**config.mk**
```make
export PLATFORM = sky130hd
export DESIGN_NAME = cst_decode
export DESIGN_NICKNAME = d
export VERILOG_FILES = /design/src/cst_pkg.sv /design/src/cst_decode.sv
export SDC_FILE = /design/constraint.sdc
export NUM_CORES = 1
export LEC_CHECK = 0
export ABC_CLOCK_PERIOD_IN_PS = 3300
export BUFFER_PORTS_ARGS = -buffer_cell sky130_fd_sc_hd__buf_2
export CELL_PAD_IN_SITES_DETAIL_PLACEMENT = 0
export CELL_PAD_IN_SITES_GLOBAL_PLACEMENT = 1
export CORE_MARGIN = 2
export CORE_UTILIZATION = 39
export DETAILED_ROUTE_END_ITERATION = 10
export PLACE_DENSITY_LB_ADDON = 0.1
export SLEW_MARGIN = 20
export SYNTH_ARGS = -nofsm -noshare
export SYNTH_HDL_FRONTEND = slang
export SYNTH_SLANG_ARGS = --single-unit
```
**constraint.sdc**
```tcl
create_clock -name vclk -period 3.3
set_input_delay 0.495 -clock vclk [all_inputs]
set_output_delay 0.495 -clock vclk [all_outputs]
set_load 0.02 [all_outputs]
```
**src/cst_pkg.sv**
```systemverilog
// Shared constants, codes and types of the cursor sequence table.
package cst_pkg;

    localparam int DEPTH_DEFAULT = 64;

    localparam int CMD_W = 4;
    localparam int VAL_W = 64;
    localparam int POS_W = 6;
    localparam int ST_W  = 3;
    localparam int CNT_W = 7;

    localparam logic [CMD_W-1:0] CMD_START        = 4'd0;
    localparam logic [CMD_W-1:0] CMD_END          = 4'd1;
    localparam logic [CMD_W-1:0] CMD_ADVANCE      = 4'd2;
    localparam logic [CMD_W-1:0] CMD_RETREAT      = 4'd3;
    localparam logic [CMD_W-1:0] CMD_INSERT       = 4'd4;
    localparam logic [CMD_W-1:0] CMD_ATTACH       = 4'd5;
    localparam logic [CMD_W-1:0] CMD_REMOVE_CUR   = 4'd6;
    localparam logic [CMD_W-1:0] CMD_INSERT_FRONT = 4'd7;
    localparam logic [CMD_W-1:0] CMD_ATTACH_BACK  = 4'd8;
    localparam logic [CMD_W-1:0] CMD_REMOVE_FRONT = 4'd9;
    localparam logic [CMD_W-1:0] CMD_READ_AT      = 4'd10;

    localparam logic [ST_W-1:0] ST_OK     = 3'd0;
    localparam logic [ST_W-1:0] ST_FULL   = 3'd1;
    localparam logic [ST_W-1:0] ST_NOCUR  = 3'd2;
    localparam logic [ST_W-1:0] ST_ATEND  = 3'd3;
    localparam logic [ST_W-1:0] ST_ATBEG  = 3'd4;
    localparam logic [ST_W-1:0] ST_BADPOS = 3'd5;

    // Memory work a command needs: nothing, open a gap, close a gap
    typedef enum logic [1:0] {
        OP_NONE,
        OP_OPEN,
        OP_CLOSE
    } cst_op_t;

    typedef struct packed {
        cst_op_t         op;
        logic [ST_W-1:0] status;
        logic            do_read;
    } cst_plan_t;

    typedef struct packed {
        logic [ST_W-1:0]  status;
        logic [CNT_W-1:0] item_count;
        logic [CNT_W-1:0] cursor;
        logic             has_current;
        logic [VAL_W-1:0] current_value;
        logic [VAL_W-1:0] read_value;
    } cst_result_t;

endpackage

```
**src/cst_decode.sv**
```systemverilog
// Command decode: checks, new count and cursor, and the memory work to do.
module cst_decode #(
    parameter int DEPTH = cst_pkg::DEPTH_DEFAULT
) (
    input  logic [cst_pkg::CMD_W-1:0]    command,
    input  logic [cst_pkg::POS_W-1:0]    position,
    input  logic [$clog2(DEPTH+1)-1:0]   count,
    input  logic [$clog2(DEPTH+1)-1:0]   cursor,
    output cst_pkg::cst_plan_t           plan,
    output logic [$clog2(DEPTH+1)-1:0]   at,
    output logic [$clog2(DEPTH+1)-1:0]   count_next,
    output logic [$clog2(DEPTH+1)-1:0]   cursor_next
);

    localparam int CW   = $clog2(DEPTH+1);
    localparam int CMPW = (CW > cst_pkg::POS_W) ? CW : cst_pkg::POS_W;

    logic          cur;
    logic          full;
    logic          last;
    logic [CW-1:0] count_inc;
    logic [CW-1:0] count_dec;

    assign cur       = cursor < count;
    assign full      = count == CW'(DEPTH);
    assign last      = cursor == CW'(DEPTH - 1);
    assign count_inc = count + 1'b1;
    assign count_dec = count - 1'b1;

    always_comb
    begin
        plan.op      = cst_pkg::OP_NONE;
        plan.status  = cst_pkg::ST_OK;
        plan.do_read = 1'b0;
        at           = cursor;
        count_next   = count;
        cursor_next  = cursor;
        case (command)
            cst_pkg::CMD_START:
            begin
                cursor_next = '0;
            end
            cst_pkg::CMD_END:
            begin
                cursor_next = (count == '0) ? '0 : count_dec;
            end
            cst_pkg::CMD_ADVANCE:
            begin
                if (!cur)
                    plan.status = cst_pkg::ST_NOCUR;
                else if (last)
                    plan.status = cst_pkg::ST_ATEND;
                else
                    cursor_next = cursor + 1'b1;
            end
            cst_pkg::CMD_RETREAT:
            begin
                if (cursor == '0)
                    plan.status = cst_pkg::ST_ATBEG;
                else
                    cursor_next = cursor - 1'b1;
            end
            cst_pkg::CMD_INSERT:
            begin
                if (full)
                    plan.status = cst_pkg::ST_FULL;
                else
                begin
                    plan.op    = cst_pkg::OP_OPEN;
                    count_next = count_inc;
                end
            end
            cst_pkg::CMD_ATTACH:
            begin
                if (full)
                    plan.status = cst_pkg::ST_FULL;
                else
                begin
                    plan.op     = cst_pkg::OP_OPEN;
                    count_next  = count_inc;
                    at          = cur ? CW'(cursor + 1'b1) : count;
                    cursor_next = at;
                end
            end
            cst_pkg::CMD_REMOVE_CUR:
            begin
                if (!cur)
                    plan.status = cst_pkg::ST_NOCUR;
                else
                begin
                    plan.op    = cst_pkg::OP_CLOSE;
                    count_next = count_dec;
                end
            end
            cst_pkg::CMD_INSERT_FRONT:
            begin
                if (full)
                    plan.status = cst_pkg::ST_FULL;
                else
                begin
                    plan.op     = cst_pkg::OP_OPEN;
                    count_next  = count_inc;
                    at          = '0;
                    cursor_next = '0;
                end
            end
            cst_pkg::CMD_ATTACH_BACK:
            begin
                if (full)
                    plan.status = cst_pkg::ST_FULL;
                else
                begin
                    plan.op     = cst_pkg::OP_OPEN;
                    count_next  = count_inc;
                    at          = count;
                    cursor_next = count;
                end
            end
            cst_pkg::CMD_REMOVE_FRONT:
            begin
                if (count == '0)
                    plan.status = cst_pkg::ST_NOCUR;
                else
                begin
                    plan.op     = cst_pkg::OP_CLOSE;
                    count_next  = count_dec;
                    at          = '0;
                    cursor_next = '0;
                end
            end
            cst_pkg::CMD_READ_AT:
            begin
                if (CMPW'(position) >= CMPW'(count))
                    plan.status = cst_pkg::ST_BADPOS;
                else
                    plan.do_read = 1'b1;
            end
            default:
            begin
                plan.op = cst_pkg::OP_NONE;
            end
        endcase
    end

endmodule

```
==> Word level (Yosys, flattened, before mapping) <==
Index checks and enable logic that the tools add are counted.
{ "word_totals": {"regBits": 0, "latch_bits": 0, "ram_bits": 0, "rom_bits": 0, "inputBits": 24, "output_inout_bits": 27, "word_cells": 51, "memories": 0} }
{ "classes": {"addsub": 4, "multipliers": 0, "div": 0, "order_cmp": 2, "eq_ne": 12, "shifts": 0, "muxes": 29, "bitwise_logic": 0, "reduce_logical": 4} }
{ "ops": {"columns": ["operator", "n"], "rows": [
  ["7-bit two-way mux", 12],
  ["7-bit case mux with 8 select lines", 1],
  ["7-bit case mux with 4 select lines", 1],
  ["7-bit case mux with 3 select lines", 1],
  ["3-bit case mux with 6 select lines", 1],
  ["4-bit by 3-bit == test with 1-bit output, second input constant", 4],
  ["7-bit by 1-bit adder with 7-bit output, second input constant", 2],
  ["7-bit logical NOT", 2],
  ["7-bit by 1-bit subtractor with 7-bit output, second input constant", 2],
  ["4-bit == test, second input constant", 3],
  ["2-bit two-way mux", 6],
  ["4-bit by 2-bit == test with 1-bit output, second input constant", 2],
  ["7-bit by 6-bit == test with 1-bit output, second input constant", 1],
  ["7-bit == test, second input constant", 1],
  ["6-bit by 7-bit >= comparator with 1-bit output", 1],
  ["7-bit < comparator", 1],
  ["3-bit two-way mux", 2],
  ["2-bit case mux with 3 select lines", 1],
  ["4-bit by 1-bit == test with 1-bit output, second input constant", 1],
  ["4-bit logical NOT", 1],
  ["1-bit two-way mux", 4],
  ["4-bit OR reduction", 1]
]} }

==> Longest topological paths before layout <==
Gate-level depths: netlist of the first run.
{ "depth": {"word_depth": 4, "mapped_depth": 10, "mapped_depth_nobuf": 9} }

==> Least setup slack after synthesis of the first run <==
Ideal clock, no wire load.
{ "synth_path": {"path_kind": "in2out", "start": "in count[6]", "end": "out cursor_next[1]", "t_arrival_ns": 3.007, "t_required_ns": 2.805, "path_slack_ns": -0.202, "cell_stages": 9, "path_buffers": 1, "cell_sequence": "clkbuf_1 -> inv_2 -> ha_1 -> a21oi_1 -> o21ai_0 -> a21oi_1 -> mux2_2 -> o211a_1 -> a211oi_1"} }
{ "synth_between": {"elab_chain_cells": 4, "word_cells_on_any_way": 11, "cone_classes": "order compare: 1; eq/ne: 1; mux: 8; reduce/logical: 1"} }
{ "synth_lines": {"columns": ["item", "line", "source"], "rows": [
  ["start: declaration", "cst_decode.sv:7", "input logic [$clog2(DEPTH+1)-1:0] count,"],
  ["7-bit < comparator", "cst_decode.sv:24", "assign cur = cursor < count;"],
  ["7-bit two-way mux", "cst_decode.sv:81", "at = cur ? CW'(cursor + 1'b1) : count;"],
  ["7-bit two-way mux", "cst_decode.sv:75", "if (full)"],
  ["7-bit case mux with 8 select lines *", "cst_decode.sv:38", "case (command)"],
  ["end: declaration", "cst_decode.sv:12", "output logic [$clog2(DEPTH+1)-1:0] cursor_next"]
]} }
Mark *: on every way between the ends. The rest lies on a longest branch, timed or not.

==> Worst setup path in the final report of the first run <==
{ "layout_path": {"start": "in count[2]", "end": "out cursor_next[5]"} }
The elaborated chain is that of the path after synthesis.

==> results of run 1 <==
[per-layer routing]
metal,wire (µm),GRT usage
met1,3440,0.429
met5,0,0
met4,142,0.0437
met3,525,0.00271
met2,3190,0.423
[tightest hold or removal path, delay by kind of cell]
kind | cells | cell delay [ns]
buffers and inverters | 2 | 0.32
and+or+nand+nor | 2 | 0.12
[stage by stage]
stage	total power, µW	utilization	hold WS [ns]	area (µm²)	setup slack, ns
floorplan	229	-	1.18	1950	0.0988
global placement	351	0.503	1.44	2390	0.146
detailed placement	351	0.503	1.43	2390	0.122
CTS	353	0.503	1.43	2390	0.114
global route	391	0.504	1.48	2400	0.000735
finish	356	0.504	1.44	2400	0.175
[power groups by stage]
stage | Combinational (µW) | Sequential (µW) | Clock [µW]
after global routing | 391 | 0 | 0
after global placement | 351 | 0 | 0
after detailed placement | 351 | 0 | 0
after floorplan | 229 | 0 | 0
after CTS | 353 | 0 | 0
final | 356 | 0 | 0
[layout by cell type (no fill, tap or decap), drive strengths merged, types with 2 or more instances in the layout]
| cell type | synthesis | final |
|---|---|---|
| o22ai | 5 | 5 |
| o21a | 4 | 4 |
| nor3b | 2 | 2 |
| nor2 | 22 | 22 |
| nor4 | 2 | 2 |
| o21ai | 30 | 30 |
| or3b | 3 | 3 |
| a22oi | 2 | 2 |
| o31ai | 3 | 3 |
| a32o | 2 | 2 |
| o211ai | 9 | 9 |
| and3 | 2 | 2 |
| xnor2 | 15 | 15 |
| nand2b | 4 | 4 |
| nor2b | 4 | 4 |
| nand3 | 8 | 8 |
| o221ai | 5 | 5 |
| ha | 17 | 17 |
| o311ai | 2 | 2 |
| or2 | 4 | 4 |
| a221oi | 2 | 2 |
| a211o | 2 | 2 |
| or3 | 6 | 6 |
| buf | 9 | 79 |
| o41ai | 3 | 3 |
| nand4 | 3 | 3 |
| o2111ai | 2 | 2 |
| nand2 | 29 | 29 |
| nor3 | 12 | 12 |
| a31oi | 5 | 5 |
| a41oi | 2 | 2 |
| a21o | 9 | 9 |
| inv | 19 | 19 |
| a21oi | 21 | 21 |
[final cells by class]
cell class	count	area, µm²
Timing Repair Buffer	79	465
Tap cell	67	83.8
Multi-Input combinational cell	258	1780
Fill cell	507	2360
Inverter	19	71.3
[cells by family after synthesis]
family,Yosys count
multiplexers,1
XOR/XNOR,15
buffers and inverters,40
AND/OR/NAND/NOR,109
adder cells (fa/ha/maj),17
AO/OA/AOI/OAI,116
[worst max-delay path by stage]
stage	start	end	slack, ns	depth (start not counted)
6_report	count[2]	cursor_next[5]	0.18	11
5_1_grt	count[2]	cursor_next[5]	0.0007	11
4_1_cts	count[1]	cursor_next[4]	0.11	10
3_5_place_dp	count[1]	cursor_next[4]	0.12	10
3_3_place_gp	count[0]	cursor_next[4]	0.15	10
2_1_floorplan	count[6]	cursor_next[1]	0.1	9
[repair_timing]
item | 4_1_cts | 5_1_grt
buffers inserted | 0 | 0
gates resized for setup | 0 | 1
endpoints found under the setup margin | 0 | 1
==> results_dict.tcl, run 1 <==
set metrics [dict create \
    combPwrFrac 1.000 \
    slew_headroom 0.685 \
    grt_max_degree 15 \
    die-area_um2 5550 \
    path_cells "buf_2 > inv_1 > ha_1 > a21oi_1 > o21ai_0 > a21oi_2 > buf_4 > o21ai_0 > a222oi_1 > a31oi_1 > buf_2" \
    synthTopCellsByCount "nand2_1, o21ai_0, a21oi_1, nor2_1, inv_1" \
    synthAdderAreaFrac 0.110 \
    run_status "completed" \
    dieHeight_um 74.5 \
    clock.fmax_ghz 0.320 \
    syn_nets 339 \
    finalSetupViolations 0 \
    yosysMostFrequentCell "nand2_1" \
    vias 2561 \
    drive_above_1_share 0.292 \
    routed_via_density 6.05 \
    worstHoldEndpoint "at[0]" \
    synth_largest_area_cell "ha_1" \
    diodes 0 \
    drtIter0Drc 242 \
    drtPass1Iterations 5 \
    start_kind "input pin" \
    maxCapViolations 0 \
    crit_arrival_ns 2.63 \
    hold_buffers 0 \
    yosys.area_share.simple 0.317 \
    synth.area.top_cells "ha_1, xnor2_1, o21ai_0" \
    pin_count 51 \
    netSwitchingPower_uw 221 \
    power_density_nw_per_um2 149 \
    critPathBufInv 4 \
    hold_start "cursor[0]" \
    grt_first_pass_wirelength_mm 11.9 \
    seq_cell_count 0 \
    critical-path-top-delay-family "compound AO/OA/AOI/OAI gates" \
    antenna_found_initial 0 \
    synth-xor-area-share 0.0678 \
    slowest_stage "a21oi_2" \
    dp_cells 423 \
    hold_path.class "in -> out" \
    syn_avg_cell_area_um2 6.50 \
    fin_tns_setup_ns 0 \
    synthCells 298 \
    synth_top_area_share 0.110 \
    fp.coreArea_um2 4750 \
    critPathMaxStageDelay_ns 0.33 \
    grt_pass1_vias 2293 \
    final.min_clock_period_ns 3.12 \
    swShare 0.620 \
    hold_viol 0 \
    path_class "in -> out" \
    initial_utilization 0.408 \
    syn_area_um2 1940 \
    dp_hpwl_mm 5.94 \
    instances_no_fill 423 \
    yosysWarnings 0 \
    wirelength_mm 7.30 \
    crit_path_end_kind "output port" \
    hold_depth 4 \
    synth_mux_area_frac 0.00581 \
    remaining_drc_errors 0 \
    area_growth_pct 23.6 \
    synth_top_family_by_area "compound AO/OA/AOI/OAI gates" \
    power.leakage_uw 0.00105 \
    rsz0062_at_grt "no" \
    sequentialPowerShare 0 \
    track_usage 0.274 \
    fin_nets 399 \
    io_buffer_count 51 \
    nClkBuffers 0 \
    gr-total-overflow 0 \
    clkPwrFrac 0 \
    ff_latch_area_um2 0 \
    worstPathRequired_ns 2.80 \
    gp_congestion 0.899 \
    ant_nets 0 \
    cp_max_fo 13 \
    fin_crit_sh 0.947 \
    internal_power_uw 135 \
    synth_compound_area_frac 0.410 \
    maxSlewViolCount 0 \
    rows 25 \
    worst_pin_slew_ns 0.467 \
    yosysSeqAreaShare 0 \
    synth_cell_types 68 \
    wl_per_cell_um 17.3 \
    ir_drop_uv 85.1 \
    die_w_um 74.5 \
]
No activity file was read; power rests on OpenSTA's default activity.
==> run 2: changes to the inputs <==
Settings changed: BUFFER_PORTS_ARGS -buffer_cell sky130_fd_sc_hd__buf_2 to -buffer_cell sky130_fd_sc_hd__clkbuf_2, PLACE_DENSITY set to 0.93, PLACE_DENSITY_LB_ADDON 0.1 to unset.
==> results_dict.tcl, run 2 (synthesis results as in run 1) <==
set metrics [dict create \
    run_status "completed" \
    area_growth_pct 23.2 \
    critPathMaxStageDelay_ns 0.47 \
    slowest_stage "or3b_4" \
    rsz0062_at_grt "no" \
    ir_drop_uv 77.4 \
    hold_viol 0 \
    ant_nets 0 \
    fin_nets 398 \
    slew_headroom 0.634 \
    drtIter0Drc 373 \
    wl_per_cell_um 16.7 \
    gp_congestion 0.980 \
    fin_tns_setup_ns 0 \
    maxCapViolations 0 \
    grt_first_pass_wirelength_mm 11.3 \
    path_cells "clkbuf_2 > inv_1 > ha_1 > or3b_4 > or3_4 > nand2_4 > nor2_2 > a222oi_1 > a31oi_1 > clkbuf_2" \
    initial_utilization 0.408 \
    power_density_nw_per_um2 151 \
    maxSlewViolCount 0 \
    crit_arrival_ns 2.65 \
    dp_hpwl_mm 5.72 \
    pin_count 51 \
    final_common_cell "clkbuf_2" \
    path_class "in -> out" \
    diodes 0 \
    ff_latch_area_um2 0 \
    seq_cell_count 0 \
    antenna_found_initial 0 \
    io_buffer_count 51 \
    worstPathRequired_ns 2.80 \
    wirelength_mm 7.06 \
    final.min_clock_period_ns 3.14 \
    fin_crit_sh 0.952 \
    worst_pin_slew_ns 0.546 \
    dpl_worst_slack_ns 0.0626 \
    gr-total-overflow 0 \
    vias 2623 \
    nClkBuffers 0 \
    routed_via_density 6.22 \
    grt_pass1_vias 2328 \
    clock.fmax_ghz 0.318 \
    start_kind "input pin" \
    fp.coreArea_um2 4750 \
    power.leakage_uw 0.00105 \
    die_w_um 74.5 \
    setup_slack_ns 0.159 \
    cp_max_fo 10 \
    grt_max_degree 18 \
    rows 25 \
    remaining_drc_errors 0 \
    drive_above_1_share 0.290 \
    hold_path.class "in -> out" \
    hold_slack_ns 1.47 \
    die-area_um2 5550 \
    layout_common_cells "clkbuf_2, nand2_1, buf_4" \
    cp_common_cell "clkbuf_2" \
    drtPass1Iterations 7 \
    track_usage 0.256 \
    dieHeight_um 74.5 \
    power.total_uw 360 \
    crit_path_end_kind "output port" \
    fin_util 0.502 \
    finalSetupViolations 0 \
]
run 2: path summary, 6_finish.rpt:
check,start,endpoint,cells past startpoint
hold / removal,count[5],count_next[5],4
setup / recovery,count[1],cursor_next[5],10
run 2: power breakdown:
part	leakage, µW	switching, µW	total [µW]	internal (µW)
clock	0	0	0	0
combinational	0.00105	223	360	137
sequential	0	0	0	0
total	0.00105	223	360	137
run 2: stage by stage:
step | cell area [µm²] | std cells
3_5_place_dp | 2380 | 421
2_1_floorplan | 1950 | 298
4_1_cts | 2380 | 421
3_3_place_gp | 2380 | 421
5_1_grt | 2390 | 422
6_report | 2390 | 422
run 2: area by class of cell:
| type | instances | area (µm²) |
|---|---|---|
| Inverter | 19 | 71.3 |
| Fill cell | 515 | 2370 |
| Timing Repair Buffer | 78 | 458 |
| Multi-Input combinational cell | 258 | 1780 |
| Tap cell | 67 | 83.8 |
run 2: per-layer routing:
layer	part of all wire	global-route usage	routed length (µm)
met1	0.43	0.383	3070
met2	0.43	0.402	3060
met3	0.11	0.0190	777
met4	0.021	0.0496	147
met5	0	0	0
run 2: timing repair:
| item | CTS | global route |
|---|---|---|
| gates resized for setup | 0 | 2 |
| endpoints found under the hold margin | 0 | 0 |
| setup endpoints to repair | 0 | 8 |
| setup buffers | 0 | 1 |
| hold buffers | 0 | 0 |
run 2: critical path, delay by kind of cell:
kind	cells	cell delay (ns)
fa+ha+maj	1	0.18
buf+inv	3	0.38
simple gates	4	1.02
compound gates	2	0.56
==> run 3: changes to the inputs <==
Settings changed: CELL_PAD_IN_SITES_DETAIL_PLACEMENT 0 to unset, CELL_PAD_IN_SITES_GLOBAL_PLACEMENT 1 to unset, CORE_MARGIN 2 to 10, CORE_UTILIZATION 39 to 34, PLACE_DENSITY 0.93 to 0.64.
==> results_dict.tcl, run 3 (synthesis results as in run 1) <==
set metrics [dict create \
    run_status "completed" \
    routed_via_density 5.96 \
    cp_max_fo 10 \
    diodes 0 \
    dieHeight_um 95.5 \
    hold_buffers 0 \
    instances_no_fill 428 \
    ff_latch_area_um2 0 \
    dp_cells 427 \
    slew_headroom 0.591 \
    crit_arrival_ns 2.67 \
    final_common_cell "clkbuf_2" \
    track_usage 0.167 \
    gr-total-overflow 0 \
    drtIter0Drc 315 \
    worst_pin_slew_ns 0.606 \
    fin_tns_setup_ns 0 \
    gp_congestion 0.967 \
    die_w_um 95.5 \
    maxCapViolations 0 \
    drtPass1Iterations 5 \
    rsz0062_at_grt "no" \
    finalSetupViolations 0 \
    ant_nets 0 \
    slowest_stage "o311ai_0" \
    power.total_uw 362 \
    antenna_found_initial 0 \
    final.min_clock_period_ns 3.17 \
    dp_hpwl_mm 6.39 \
    wl_per_cell_um 18.2 \
    power_density_nw_per_um2 151 \
    io_buffer_count 51 \
    nClkBuffers 0 \
    remaining_drc_errors 0 \
    crit_path_end_kind "output port" \
    critPathMaxStageDelay_ns 0.56 \
    grt_first_pass_wirelength_mm 12.7 \
    area_growth_pct 24.0 \
    grt_max_degree 18 \
    start_kind "input pin" \
    path_class "in -> out" \
    vias 2550 \
    fin_crit_sh 0.960 \
    pin_count 51 \
    path_cells "clkbuf_2 > inv_1 > ha_1 > or3b_4 > o311ai_0 > nand4_1 > a41oi_1 > o211a_1 > a211oi_2 > clkbuf_2" \
    wirelength_mm 7.78 \
    swShare 0.622 \
    seq_cell_count 0 \
    clkPwrFrac 0 \
    hold_path.class "in -> out" \
    fin_nets 399 \
    clock.fmax_ghz 0.316 \
    maxSlewViolCount 0 \
    internal_power_uw 137 \
    ir_drop_uv 65.9 \
    sequentialPowerShare 0 \
    worstPathRequired_ns 2.80 \
    drive_above_1_share 0.292 \
    multi_input_area_um2 1780 \
    hold_viol 0 \
    fp.coreArea_um2 5510 \
    combPwrFrac 1.000 \
    fin_util 0.436 \
    initial_utilization 0.352 \
    grt_pass1_vias 2459 \
    netSwitchingPower_uw 226 \
    power.leakage_uw 0.00106 \
    num-fill-cells 582 \
    layout_common_cells "clkbuf_2, nand2_1, buf_4" \
    rows 27 \
    die-area_um2 9120 \
    cp_common_cell "clkbuf_2" \
]
## run 3: cell count changes in the layout (fill, tap and decap cells not counted), sizes merged
cell / change
buf: +1
## run 3: power groups by stage
| stage | Sequential [µW] | Combinational (µW) | Clock (µW) |
|---|---|---|---|
| final | 0 | 362 | 0 |
| after global placement | 0 | 354 | 0 |
| after global routing | 0 | 398 | 0 |
| after floorplan | 0 | 229 | 0 |
| after CTS | 0 | 358 | 0 |
| after detailed placement | 0 | 356 | 0 |
## run 3: worst max-delay path: cells and delay by family
family	cells	cell delay, ns
fa+ha+maj	1	0.16
simple gates	2	0.63
buf+inv	3	0.35
compound gates	4	1.04
## run 3: path summary, 6_finish.rpt
path / slack, ns / end / cells past startpoint / startpoint
setup / recovery: 0.13 / cursor_next[1] / 10 / count[1]
hold / removal: 1.47 / count_next[5] / 4 / count[5]
## run 3: metrics by stage
step	cell area [µm²]	setup slack [ns]	hold slack, ns
floorplan	1950	0.0988	1.18
detailed placement	2390	0.0113	1.48
global route	2400	0.00820	1.51
finish	2400	0.131	1.47
global placement	2390	0.0686	1.48
CTS	2390	0.00846	1.48
## run 3: final cells by class
class,instances,share of cell area
Inverter,19,0.0297
Multi-Input combinational cell,258,0.739
Tap cell,72,0.0375
Timing Repair Buffer,79,0.194
## run 3: layer usage
layer,GRT usage,vias to the layer above,part of all wire
li1,-,1248,-
met1,0.234,1184,0.46
met2,0.266,108,0.44
met3,0.0212,10,0.077
met4,0.0332,0,0.020
met5,0,-,0
## run 3: timing repair
| action | in CTS | in global routing |
|---|---|---|
| buffers inserted | 0 | 1 |
| gates resized for setup | 0 | 1 |
| setup endpoints to repair | 0 | 11 |
| endpoints found under the hold margin | 0 | 0 |
